===== src/rtl/lprt_pkg.sv =====
package lprt_pkg;

   localparam int TableEntries = 16;
   localparam int DeviceBits   = 4;
   localparam int IdxBits      = (TableEntries > 1) ? $clog2(TableEntries) : 1;

   localparam logic [31:0] BcastAddr = 32'hFFFF_FFFF;

   typedef logic [IdxBits-1:0]    idx_type;
   typedef logic [DeviceBits-1:0] dev_type;

   typedef enum logic [1:0] {
      ACT_ADD    = 2'd0,
      ACT_DELETE = 2'd1,
      ACT_LOOKUP = 2'd2
   } action_type;

   typedef enum logic [1:0] {
      STAT_OK        = 2'd0,
      STAT_NO_DEVICE = 2'd1,
      STAT_FULL      = 2'd2,
      STAT_NOT_FOUND = 2'd3
   } status_type;

   typedef enum logic [2:0] {
      ST_IDLE,
      ST_SCAN,
      ST_DRAIN_READ,
      ST_DRAIN_EVAL,
      ST_FINISH
   } state_type;

   // One stored route.
   typedef struct packed {
      logic [31:0] network;
      logic [31:0] mask;
      logic [31:0] gateway;
      dev_type     device;
      logic [31:0] order;
   } entry_type;

   // Commands from the controller to the datapath.
   typedef struct packed {
      logic    load_req;
      logic    rd_en;
      idx_type rd_addr;
      logic    finish;
   } cmd_type;

   // Status from the datapath to the controller.
   typedef struct packed {
      logic out_free;
   } stat_type;

   // Count of leading ones in a mask.
   function automatic logic [5:0] leading_ones(logic [31:0] m);
      logic [5:0] n;
      n = 6'd32;
      for (int i = 0; i < 32; i++) begin
         if (!m[i]) begin
            n = 6'(31 - i);
         end
      end
      return n;
   endfunction

endpackage


===== src/rtl/lprt_ctrl.sv =====
module lprt_ctrl (
   input  logic              clock,
   input  logic              reset,
   input  logic              req_valid,
   output logic              req_ready,
   input  lprt_pkg::stat_type stat,
   output lprt_pkg::cmd_type  cmd
);
   import lprt_pkg::*;

   state_type state_ff, state_in;
   idx_type   addr_ff, addr_in;
   logic      last_addr;

   assign last_addr = (addr_ff == IdxBits'(TableEntries - 1));

   always_ff @(posedge clock) begin
      if (reset) begin
         state_ff <= ST_IDLE;
         addr_ff  <= '0;
      end else begin
         state_ff <= state_in;
         addr_ff  <= addr_in;
      end
   end

   // Next state.
   always_comb begin
      state_in = state_ff;
      unique case (state_ff)
         ST_IDLE: begin
            if (req_valid) begin
               state_in = ST_SCAN;
            end
         end
         ST_SCAN: begin
            if (last_addr) begin
               state_in = ST_DRAIN_READ;
            end
         end
         ST_DRAIN_READ: state_in = ST_DRAIN_EVAL;
         ST_DRAIN_EVAL: state_in = ST_FINISH;
         ST_FINISH: begin
            if (stat.out_free) begin
               state_in = ST_IDLE;
            end
         end
         default: state_in = ST_IDLE;
      endcase
   end

   // Outputs.
   always_comb begin
      req_ready    = 1'b0;
      cmd.load_req = 1'b0;
      cmd.rd_en    = 1'b0;
      cmd.rd_addr  = addr_ff;
      cmd.finish   = 1'b0;
      addr_in      = addr_ff;
      unique case (state_ff)
         ST_IDLE: begin
            req_ready    = 1'b1;
            cmd.load_req = req_valid;
            addr_in      = '0;
         end
         ST_SCAN: begin
            cmd.rd_en = 1'b1;
            addr_in   = last_addr ? '0 : addr_ff + 1'b1;
         end
         ST_DRAIN_READ, ST_DRAIN_EVAL: begin
         end
         ST_FINISH: begin
            cmd.finish = stat.out_free;
         end
         default: begin
         end
      endcase
   end

endmodule


===== src/rtl/lprt_dp.sv =====
module lprt_dp (
   input  logic               clock,
   input  logic               reset,
   input  lprt_pkg::cmd_type  cmd,
   output lprt_pkg::stat_type stat,
   input  logic [1:0]         req_action,
   input  logic [31:0]        req_dest_addr,
   input  logic [31:0]        req_net_mask,
   input  logic [31:0]        req_gateway_addr,
   input  lprt_pkg::dev_type  req_device_id,
   output logic               rsp_valid,
   input  logic               rsp_ready,
   output logic [1:0]         rsp_status,
   output lprt_pkg::dev_type  rsp_out_device,
   output logic [31:0]        rsp_next_hop,
   output logic [5:0]         rsp_prefix_length
);
   import lprt_pkg::*;

   // Captured request.
   logic [1:0]  act_ff;
   logic [31:0] dst_ff, mask_ff, gw_ff;
   dev_type     dev_ff;

   always_ff @(posedge clock) begin
      if (cmd.load_req) begin
         act_ff  <= req_action;
         dst_ff  <= req_dest_addr;
         mask_ff <= req_net_mask;
         gw_ff   <= req_gateway_addr;
         dev_ff  <= req_device_id;
      end
   end

   logic is_add, is_del, is_lkp;
   assign is_add = (act_ff == ACT_ADD);
   assign is_del = (act_ff == ACT_DELETE);
   assign is_lkp = (act_ff == ACT_LOOKUP);

   // Route memory and per-slot valid bits.
   entry_type              mem [TableEntries];
   entry_type              rd_data_ff;
   logic [TableEntries-1:0] valid_ff, valid_in;
   logic [31:0]            counter_ff, counter_in;
   logic                   wr_en, del_en;
   entry_type              wr_entry;

   // Scan pipeline.
   logic        s1_v_ff, s1_live_ff;
   idx_type     s1_idx_ff;
   logic        s2_v_ff, s2_live_ff, s2_match_ff;
   idx_type     s2_idx_ff;
   logic [5:0]  s2_len_ff;
   logic [31:0] s2_age_ff, s2_gw_ff;
   dev_type     s2_dev_ff;

   // Running choice.
   logic        found_ff, found_in;
   idx_type     best_idx_ff, best_idx_in;
   logic [5:0]  best_len_ff, best_len_in;
   logic [31:0] best_age_ff, best_age_in, best_gw_ff, best_gw_in;
   dev_type     best_dev_ff, best_dev_in;
   logic        free_found_ff, free_found_in;
   idx_type     free_idx_ff, free_idx_in;

   // Result register.
   logic        rsp_valid_ff, rsp_valid_in;
   logic [1:0]  rsp_status_ff, res_status;
   dev_type     rsp_dev_ff, res_dev;
   logic [31:0] rsp_nhop_ff, res_nhop;
   logic [5:0]  rsp_plen_ff, res_plen;

   always_ff @(posedge clock) begin
      if (wr_en) begin
         mem[free_idx_ff] <= wr_entry;
      end
      if (cmd.rd_en) begin
         rd_data_ff <= mem[cmd.rd_addr];
      end
   end

   assign wr_entry = '{network: dst_ff, mask: mask_ff, gateway: gw_ff,
                       device: dev_ff, order: counter_ff};
   assign wr_en  = cmd.finish && is_add && (dev_ff != '0) && free_found_ff;
   assign del_en = cmd.finish && is_del && found_ff;

   always_comb begin
      valid_in = valid_ff;
      if (wr_en) begin
         valid_in[free_idx_ff] = 1'b1;
      end
      if (del_en) begin
         valid_in[best_idx_ff] = 1'b0;
      end
      counter_in = wr_en ? counter_ff + 32'd1 : counter_ff;
   end

   // Stage 2 evaluation of the entry just read.
   logic        del_hit, lkp_hit, s2_match_in;
   logic [5:0]  s2_len_in;
   logic [31:0] s2_age_in;

   always_comb begin
      del_hit = (rd_data_ff.network == dst_ff)
             && ((mask_ff == '0) || (rd_data_ff.mask == mask_ff))
             && ((gw_ff == '0) || (rd_data_ff.gateway == gw_ff))
             && ((dev_ff == '0) || (rd_data_ff.device == dev_ff));
      lkp_hit = ((dst_ff & rd_data_ff.mask) == rd_data_ff.network)
             && ((dev_ff == '0) || (rd_data_ff.device == dev_ff));
      s2_match_in = s1_live_ff && ((is_del && del_hit) || (is_lkp && lkp_hit));
      s2_len_in   = leading_ones(rd_data_ff.mask);
      s2_age_in   = counter_ff - rd_data_ff.order;
   end

   always_ff @(posedge clock) begin
      if (reset) begin
         valid_ff     <= '0;
         counter_ff   <= '0;
         s1_v_ff      <= 1'b0;
         s2_v_ff      <= 1'b0;
         rsp_valid_ff <= 1'b0;
      end else begin
         valid_ff     <= valid_in;
         counter_ff   <= counter_in;
         s1_v_ff      <= cmd.rd_en;
         s2_v_ff      <= s1_v_ff;
         rsp_valid_ff <= rsp_valid_in;
      end
   end

   always_ff @(posedge clock) begin
      s1_idx_ff   <= cmd.rd_addr;
      s1_live_ff  <= valid_ff[cmd.rd_addr];
      s2_idx_ff   <= s1_idx_ff;
      s2_live_ff  <= s1_live_ff;
      s2_match_ff <= s2_match_in;
      s2_len_ff   <= s2_len_in;
      s2_age_ff   <= s2_age_in;
      s2_gw_ff    <= rd_data_ff.gateway;
      s2_dev_ff   <= rd_data_ff.device;
   end

   // Stage 3: fold the evaluated entry into the running choice.
   logic better;
   always_comb begin
      better = !found_ff
            || (is_lkp && (s2_len_ff > best_len_ff))
            || ((!is_lkp || (s2_len_ff == best_len_ff)) && (s2_age_ff > best_age_ff));
      found_in      = found_ff;
      best_idx_in   = best_idx_ff;
      best_len_in   = best_len_ff;
      best_age_in   = best_age_ff;
      best_gw_in    = best_gw_ff;
      best_dev_in   = best_dev_ff;
      free_found_in = free_found_ff;
      free_idx_in   = free_idx_ff;
      if (cmd.load_req) begin
         found_in      = 1'b0;
         free_found_in = 1'b0;
      end else if (s2_v_ff) begin
         if (s2_match_ff && better) begin
            found_in    = 1'b1;
            best_idx_in = s2_idx_ff;
            best_len_in = s2_len_ff;
            best_age_in = s2_age_ff;
            best_gw_in  = s2_gw_ff;
            best_dev_in = s2_dev_ff;
         end
         if (!s2_live_ff && !free_found_ff) begin
            free_found_in = 1'b1;
            free_idx_in   = s2_idx_ff;
         end
      end
   end

   always_ff @(posedge clock) begin
      if (reset) begin
         found_ff      <= 1'b0;
         free_found_ff <= 1'b0;
      end else begin
         found_ff      <= found_in;
         free_found_ff <= free_found_in;
      end
      best_idx_ff <= best_idx_in;
      best_len_ff <= best_len_in;
      best_age_ff <= best_age_in;
      best_gw_ff  <= best_gw_in;
      best_dev_ff <= best_dev_in;
      free_idx_ff <= free_idx_in;
   end

   // Result of the finished action.
   always_comb begin
      res_status = STAT_NOT_FOUND;
      res_dev    = '0;
      res_nhop   = '0;
      res_plen   = '0;
      unique case (act_ff)
         ACT_ADD: begin
            if (dev_ff == '0) begin
               res_status = STAT_NO_DEVICE;
            end else if (!free_found_ff) begin
               res_status = STAT_FULL;
            end else begin
               res_status = STAT_OK;
            end
         end
         ACT_DELETE: begin
            if (found_ff) begin
               res_status = STAT_OK;
            end
         end
         ACT_LOOKUP: begin
            if (dst_ff == BcastAddr) begin
               res_status = STAT_OK;
               res_nhop   = dst_ff;
            end else if (found_ff) begin
               res_status = STAT_OK;
               res_dev    = best_dev_ff;
               res_nhop   = (best_gw_ff != '0) ? best_gw_ff : dst_ff;
               res_plen   = best_len_ff;
            end
         end
         default: begin
         end
      endcase
   end

   assign rsp_valid_in = cmd.finish ? 1'b1 : (rsp_ready ? 1'b0 : rsp_valid_ff);

   always_ff @(posedge clock) begin
      if (cmd.finish) begin
         rsp_status_ff <= res_status;
         rsp_dev_ff    <= res_dev;
         rsp_nhop_ff   <= res_nhop;
         rsp_plen_ff   <= res_plen;
      end
   end

   assign stat.out_free     = !rsp_valid_ff || rsp_ready;
   assign rsp_valid         = rsp_valid_ff;
   assign rsp_status        = rsp_status_ff;
   assign rsp_out_device    = rsp_dev_ff;
   assign rsp_next_hop      = rsp_nhop_ff;
   assign rsp_prefix_length = rsp_plen_ff;

endmodule


===== src/rtl/longest_prefix_route_table.sv =====
// IPv4 longest-prefix route table with TableEntries slots (16). Each request beat carries one
// action: add a route into the lowest free slot, delete the earliest-inserted route that matches
// (zero mask, gateway or device act as wildcards), or look up an address, optionally restricted
// to one device, returning the longest-prefix match with ties going to the earliest-inserted
// route. Every request yields exactly one response beat. The table lives in a single-port-read
// memory that is scanned one entry per cycle. A request is accepted, every entry is read in turn,
// the evaluate and compare stages behind the memory drain, and the result is then committed and
// loaded into the response register. The request side is ready only between requests. A finished
// response sits in an output register; the next request can be accepted and scanned while it
// waits, and only the commit step holds off until the response register is free. No clearing
// pass is needed after reset.
module longest_prefix_route_table (
   input  logic        clock,
   input  logic        reset,
   input  logic        req_valid,
   output logic        req_ready,
   input  logic [1:0]  req_action,
   input  logic [31:0] req_dest_addr,
   input  logic [31:0] req_net_mask,
   input  logic [31:0] req_gateway_addr,
   input  logic [3:0]  req_device_id,
   output logic        rsp_valid,
   input  logic        rsp_ready,
   output logic [1:0]  rsp_status,
   output logic [3:0]  rsp_out_device,
   output logic [31:0] rsp_next_hop,
   output logic [5:0]  rsp_prefix_length
);
   import lprt_pkg::*;

   // Commands flow from the controller into the datapath; the datapath only reports
   // whether the response register can take a new result.
   cmd_type  cmd;
   stat_type stat;

   lprt_ctrl u_ctrl (
      .clock     (clock),
      .reset     (reset),
      .req_valid (req_valid),
      .req_ready (req_ready),
      .stat      (stat),
      .cmd       (cmd)
   );

   // The datapath holds the route memory, the valid bits, the insertion counter,
   // the scan pipeline and the response register.
   lprt_dp u_dp (
      .clock             (clock),
      .reset             (reset),
      .cmd               (cmd),
      .stat              (stat),
      .req_action        (req_action),
      .req_dest_addr     (req_dest_addr),
      .req_net_mask      (req_net_mask),
      .req_gateway_addr  (req_gateway_addr),
      .req_device_id     (req_device_id[DeviceBits-1:0]),
      .rsp_valid         (rsp_valid),
      .rsp_ready         (rsp_ready),
      .rsp_status        (rsp_status),
      .rsp_out_device    (rsp_out_device),
      .rsp_next_hop      (rsp_next_hop),
      .rsp_prefix_length (rsp_prefix_length)
   );

endmodule


===== config.mk =====
export PLATFORM = sky130hd
export DESIGN_NAME = longest_prefix_route_table
export DESIGN_NICKNAME = d
export VERILOG_FILES = /design/src/rtl/lprt_pkg.sv /design/src/rtl/lprt_ctrl.sv /design/src/rtl/lprt_dp.sv /design/src/rtl/longest_prefix_route_table.sv
export SDC_FILE = /design/constraint.sdc
export NUM_CORES = 2
export LEC_CHECK = 0
export BUFFER_PORTS_ARGS = -buffer_cell sky130_fd_sc_hd__buf_4
export CORE_ASPECT_RATIO = 2
export CORE_UTILIZATION = 25
export DETAILED_ROUTE_END_ITERATION = 7
export SLEW_MARGIN = 10
export SYNTH_ARGS = -nofsm -noshare
export SYNTH_HDL_FRONTEND = slang
export SYNTH_SLANG_ARGS = --single-unit

===== constraint.sdc =====
create_clock -name clock -period 22.4 [get_ports clock]
set_clock_uncertainty 0.1 [all_clocks]
set_input_delay 1.12 -clock clock [delete_from_list [all_inputs] [get_ports clock]]
set_output_delay 1.12 -clock clock [all_outputs]
set_load 0.02 [all_outputs]

Word level (Yosys, flattened, before mapping)
Memory sizes are Yosys's and may differ from the RTL's. A register that Yosys moved wholly into a read port is not among the register bits.
Index checks and enable logic that the tools add are counted.
{ "totals": {"output_inout_bits": 46, "in_bits": 106, "ram_bits": 2112, "regBits": 373, "n_memories": 1, "word_cells": 186} }
{ "classes": {"eq_ne": 17, "n_lt_le_gt_ge": 7, "n_addsub": 3, "reduce_logical": 52, "n_bitwise": 7, "mux": 61} }
{ "mem_list": {"columns": ["name", "words", "word_bits", "read_ports", "rd_clocked_by_memory_dff", "wr", "line_no", "text"], "rows": [
  ["u_dp.mem", 16, 132, 1, 1, 1, "lprt_dp.sv:41", "entry_type mem [TableEntries];"]
]} }
{ "op_table": {"columns": ["cell", "n"], "rows": [
  ["$eq 32x32->1", 4],
  ["$mux 32", 3],
  ["$mux 5", 15],
  ["$logic_not 32->1", 2],
  ["$mux 4", 9],
  ["$add 32x1->32 const B", 1],
  ["$and 32x32->32", 1],
  ["$eq 32x32->1 const B", 1],
  ["$gt 32x32->1", 1],
  ["$mux 16", 2],
  ["$reduce_bool 32->1", 1],
  ["$sub 32x32->32", 1],
  ["$reduce_and 31->1", 1],
  ["$mux 3", 7],
  ["$logic_and 1x1->1", 18],
  ["$and 16x16->16", 1],
  ["$not 16->16", 1],
  ["$or 16x16->16", 1],
  ["$reduce_and 16->1", 1],
  ["$lt 4x5->1 const B", 3],
  ["$pmux 3 s5", 1],
  ["$mux 1", 12],
  ["$mux 2", 6],
  ["$reduce_and 3->1", 3],
  ["other kinds (31)", 51]
]} }

Depth between registers and ports, before layout
{ "depth": {"word_depth": 31, "ltp_mapped": 11, "depth_no_buf": 11} }

By module
Synthesis repeated with hierarchy kept, for this count alone.
{ "unflattened": {"cells_unflattened": 4536, "area_unflattened_um2": 99758.2} }
{ "by_module_without_submodules": {"columns": ["mod", "cells_per_inst", "n_inst", "area_each_um2", "seq_area_each_um2"], "rows": [
  ["lprt_dp", 4494, 1, 99387.8, 76993.8],
  ["lprt_ctrl", 42, 1, 370.4, 140.1]
]} }

Least setup slack after synthesis
OpenSTA, ideal clock, no wires.
{ "synth_path": {"path_type": "input port to flip-flop", "start": "in rsp_ready", "end": "mem u_dp.mem[0][0] (netlist name) (enable)", "setup_time_ps": 996, "cell_stages": 5, "t_arrival_ps": 15825, "path_buffers": 0, "slack_ps": 5479, "required_time_ps": 21304, "path_cell_list": "and2b_1 -> nor2_8 -> nand2_1 -> nor2_1 -> nor4b_1"} }
{ "synth_lines": {"columns": ["item", "line_no", "text"], "rows": [
  ["start: declaration", "longest_prefix_route_table.sv:23", "input logic rsp_ready,"],
  ["end: declaration", "lprt_dp.sv:41", null]
]} }

==> flow_summary.toml <==
[clocking]
cts_sinks = 2617
clock_latency_ps = 890
cts_resized = 0
cts_setup_buffers = 0
cts.path.max_buffers = 4
root_buffer = "clkbuf_16"
cts_buffers = 199
cts_tree = "yes"
htreeDepth = 4
hold_buffers = 0
cts.clk_slew.worst_paths_ps = 70

[placed_design]
hpwlAfterDp_um = 164000
place_congestion = 0.836
dp_cells = 9970
io_buffers = 151
placed_cell_area_um2 = 108000

[die]
core_um2 = 397000
die_w_um = 449
row_count = 327
die_h_um = 896
initial_core_util = 0.252
die_area_um2 = 402000
io_pins = 152

[status]
status = "finished, final reports clean"

[worst_hold_path]
min_from = "u_dp.s1_idx_ff[1]"
hp-class = "register to register"

[critical_path]
startpoint = "u_ctrl.addr_ff[0]"
end_kind = "register"
crit_required_ps = 22860
path_class = "register to register"
cp_data_arrival_time_ps = 6130
rr_startpoint = "u_ctrl.addr_ff[0]"
path_max_fanout = 105
start_kind = "register"

[final_layout]
drive_gt1_frac = 0.246
stdcell_area_um2 = 114000
layout_commonest_cell = "edfxtp_1"
final_cells = 10300
finish.net_count = 5085
regArea_um2 = 77100
syn_to_final_growth_pct = 14.5
nFillCells = 38700
mostFrequentLayoutCells = "2472 x edfxtp_1, 636 x mux4_2, 279 x buf_4, 205 x clkbuf_16, 141 x dfxtp_1"
multi_input_area_um2 = 21700

[drt]
drtPass1Iterations = 6
via_per_inst = 4.57
drc_errors = 0
wire_per_inst_um = 26.2
routed_wl_um = 270000
antenna_left = 0
vias = 47200
drt_iter0_markers = 4455

[job]
drv_cap = 0

[power]
p_leak_uw = 0.0343
irDropWorstVdd_uv = 50.7
total_power_uw = 9740
p_per_area_nw_per_um2 = 85.1

[timing]
hold_violations = 0
fin_crit_ps = 5670
worst_pin_slew_ps = 1240
drv_slew = 0
fmax_mhz = 176
whs_ps = 210
finalSetupTns_ps = 0
period_share = 0.253
finalSetupViolations = 0
maxSlewHeadroom = 0.165
rsz0062_at_grt = "false"

[logic_synthesis]
synth.net_count = 4784
async_reset_ff_frac = 0
yosysSeqAreaShare = 0.772
yosys_register_bits = 2617
syn-cell-area_um2 = 99900
synthCells = 4606
synth-edff-count = 2472
yosys_warnings = 0
postSynthAreaPerCell_um2 = 21.7
synth_flop_cell = "edfxtp_1"
yosys.cell_types.count = 70

[global_routing]
overflow = 0
grt_pass1_wl_um = 382000
antenna_found_initial = 32
grt_max_degree = 141
grt_pass1_vias = 50500
grt.total_usage = 0.132
## stage by stage
step	util	setup WS, ps
2_1_floorplan	-	5480
3_3_place_gp	0.272	16670
4_1_cts	0.288	16620
5_1_grt	0.288	16180
3_5_place_dp	0.272	16640
6_report	0.288	16730
## report_power, final
group          leakage (uW)  internal (uW)  total [uW]  switching, uW
clock network       0.00304           1860        3590           1730
logic               0.00804            242         557            315
registers            0.0232           5460        5590            135
total                0.0343           7560        9740           2180
## routing by layer
layer / up-vias / wire [um] / global-route usage
met3: 517 / 14600 / 0.0201
li1: 19600 / - / -
met4: 24 / 14600 / 0.0675
met1: 25400 / 97400 / 0.146
met2: 1621 / 144000 / 0.242
met5: - / 155 / 0
## state kept, by name, summed over array words and instances (netlist names), 6 cells and up
signal and flops:
u_dp.rd_data_ff 132, u_dp.mask_ff 32, u_dp.rsp_prefix_length 6, u_dp.rsp_next_hop 32, u_dp.best_gw_ff 32, u_dp.s2_len_ff 6, u_dp.valid_ff 16, u_dp.s2_gw_ff 32
u_dp.best_age_ff 32, u_dp.counter_ff 32, u_dp.best_len_ff 6, u_dp.gw_ff 32, u_dp.mem 2112, u_dp.s2_age_ff 32, u_dp.dst_ff 32
## Yosys cell counts, types with 8 or more instances
cell | instances | area, um2
nor2b_1 | 60 | 375
mux2i_1 | 63 | 631
xnor2_1 | 42 | 368
a31oi_1 | 15 | 93.8
nor2_1 | 138 | 518
and2_1 | 13 | 81.3
a211oi_1 | 44 | 330
nand4_1 | 53 | 332
and3_1 | 12 | 75.1
mux4_2 | 636 | 14300
o21ai_0 | 45 | 225
buf_1 | 22 | 82.6
clkbuf_1 | 112 | 420
buf_2 | 48 | 240
or3_1 | 8 | 50.1
nor4_1 | 56 | 350
a21oi_1 | 76 | 380
dfxtp_1 | 145 | 2900
nand2_1 | 80 | 300
inv_1 | 112 | 420
a21o_1 | 25 | 188
ha_1 | 71 | 888
o22ai_1 | 21 | 131
nor3_1 | 26 | 130
xor2_1 | 98 | 858
nand3_1 | 18 | 90.1
nand2b_1 | 8 | 50.1
edfxtp_1 | 2472 | 74200
## worst paths after layout
path | to | slack (ps) | depth (start not counted)
max | u_dp.rd_data_ff[85] | 16730 | 8
min | u_dp.s2_idx_ff[1] | 210 | 0
max reg2reg | u_dp.rd_data_ff[85] | 16730 | 8
min reg2reg | u_dp.s2_idx_ff[1] | 210 | 0
## cell families (layout without fill, tap and decap cells)
logic type | after synthesis | after routing | share of synthesized area
xor+xnor | 140 | 140 | 0.0123
other cells | 0 | 11 | 0
compound gates | 279 | 279 | 0.0179
simple gates | 501 | 501 | 0.0264
buf+inv | 298 | 751 | 0.0121
mux | 699 | 699 | 0.150
fa+ha+maj | 72 | 72 | 0.00910
flops | 2617 | 2617 | 0.772
## worst max-delay path: stages, from the launching register on
cell      delay [ps]
dfxtp_4          860
buf_12           570
buf_4            730
buf_12           590
buf_12           710
mux4_2           600
nor2b_1          150
a211oi_1         310
a21oi_1           90
## cell type report
cell class                      instances  area share
Antenna cell                           11    0.000241
Inverter                              112     0.00372
Multi-Input combinational cell       1691       0.189
Clock buffer                          250      0.0470
Clock inverter                        103     0.00793
Timing Repair Buffer                  286      0.0195
Tap cell                             5264      0.0576
Sequential cell                      2617       0.675
Power figures use the tool's default switching activity.
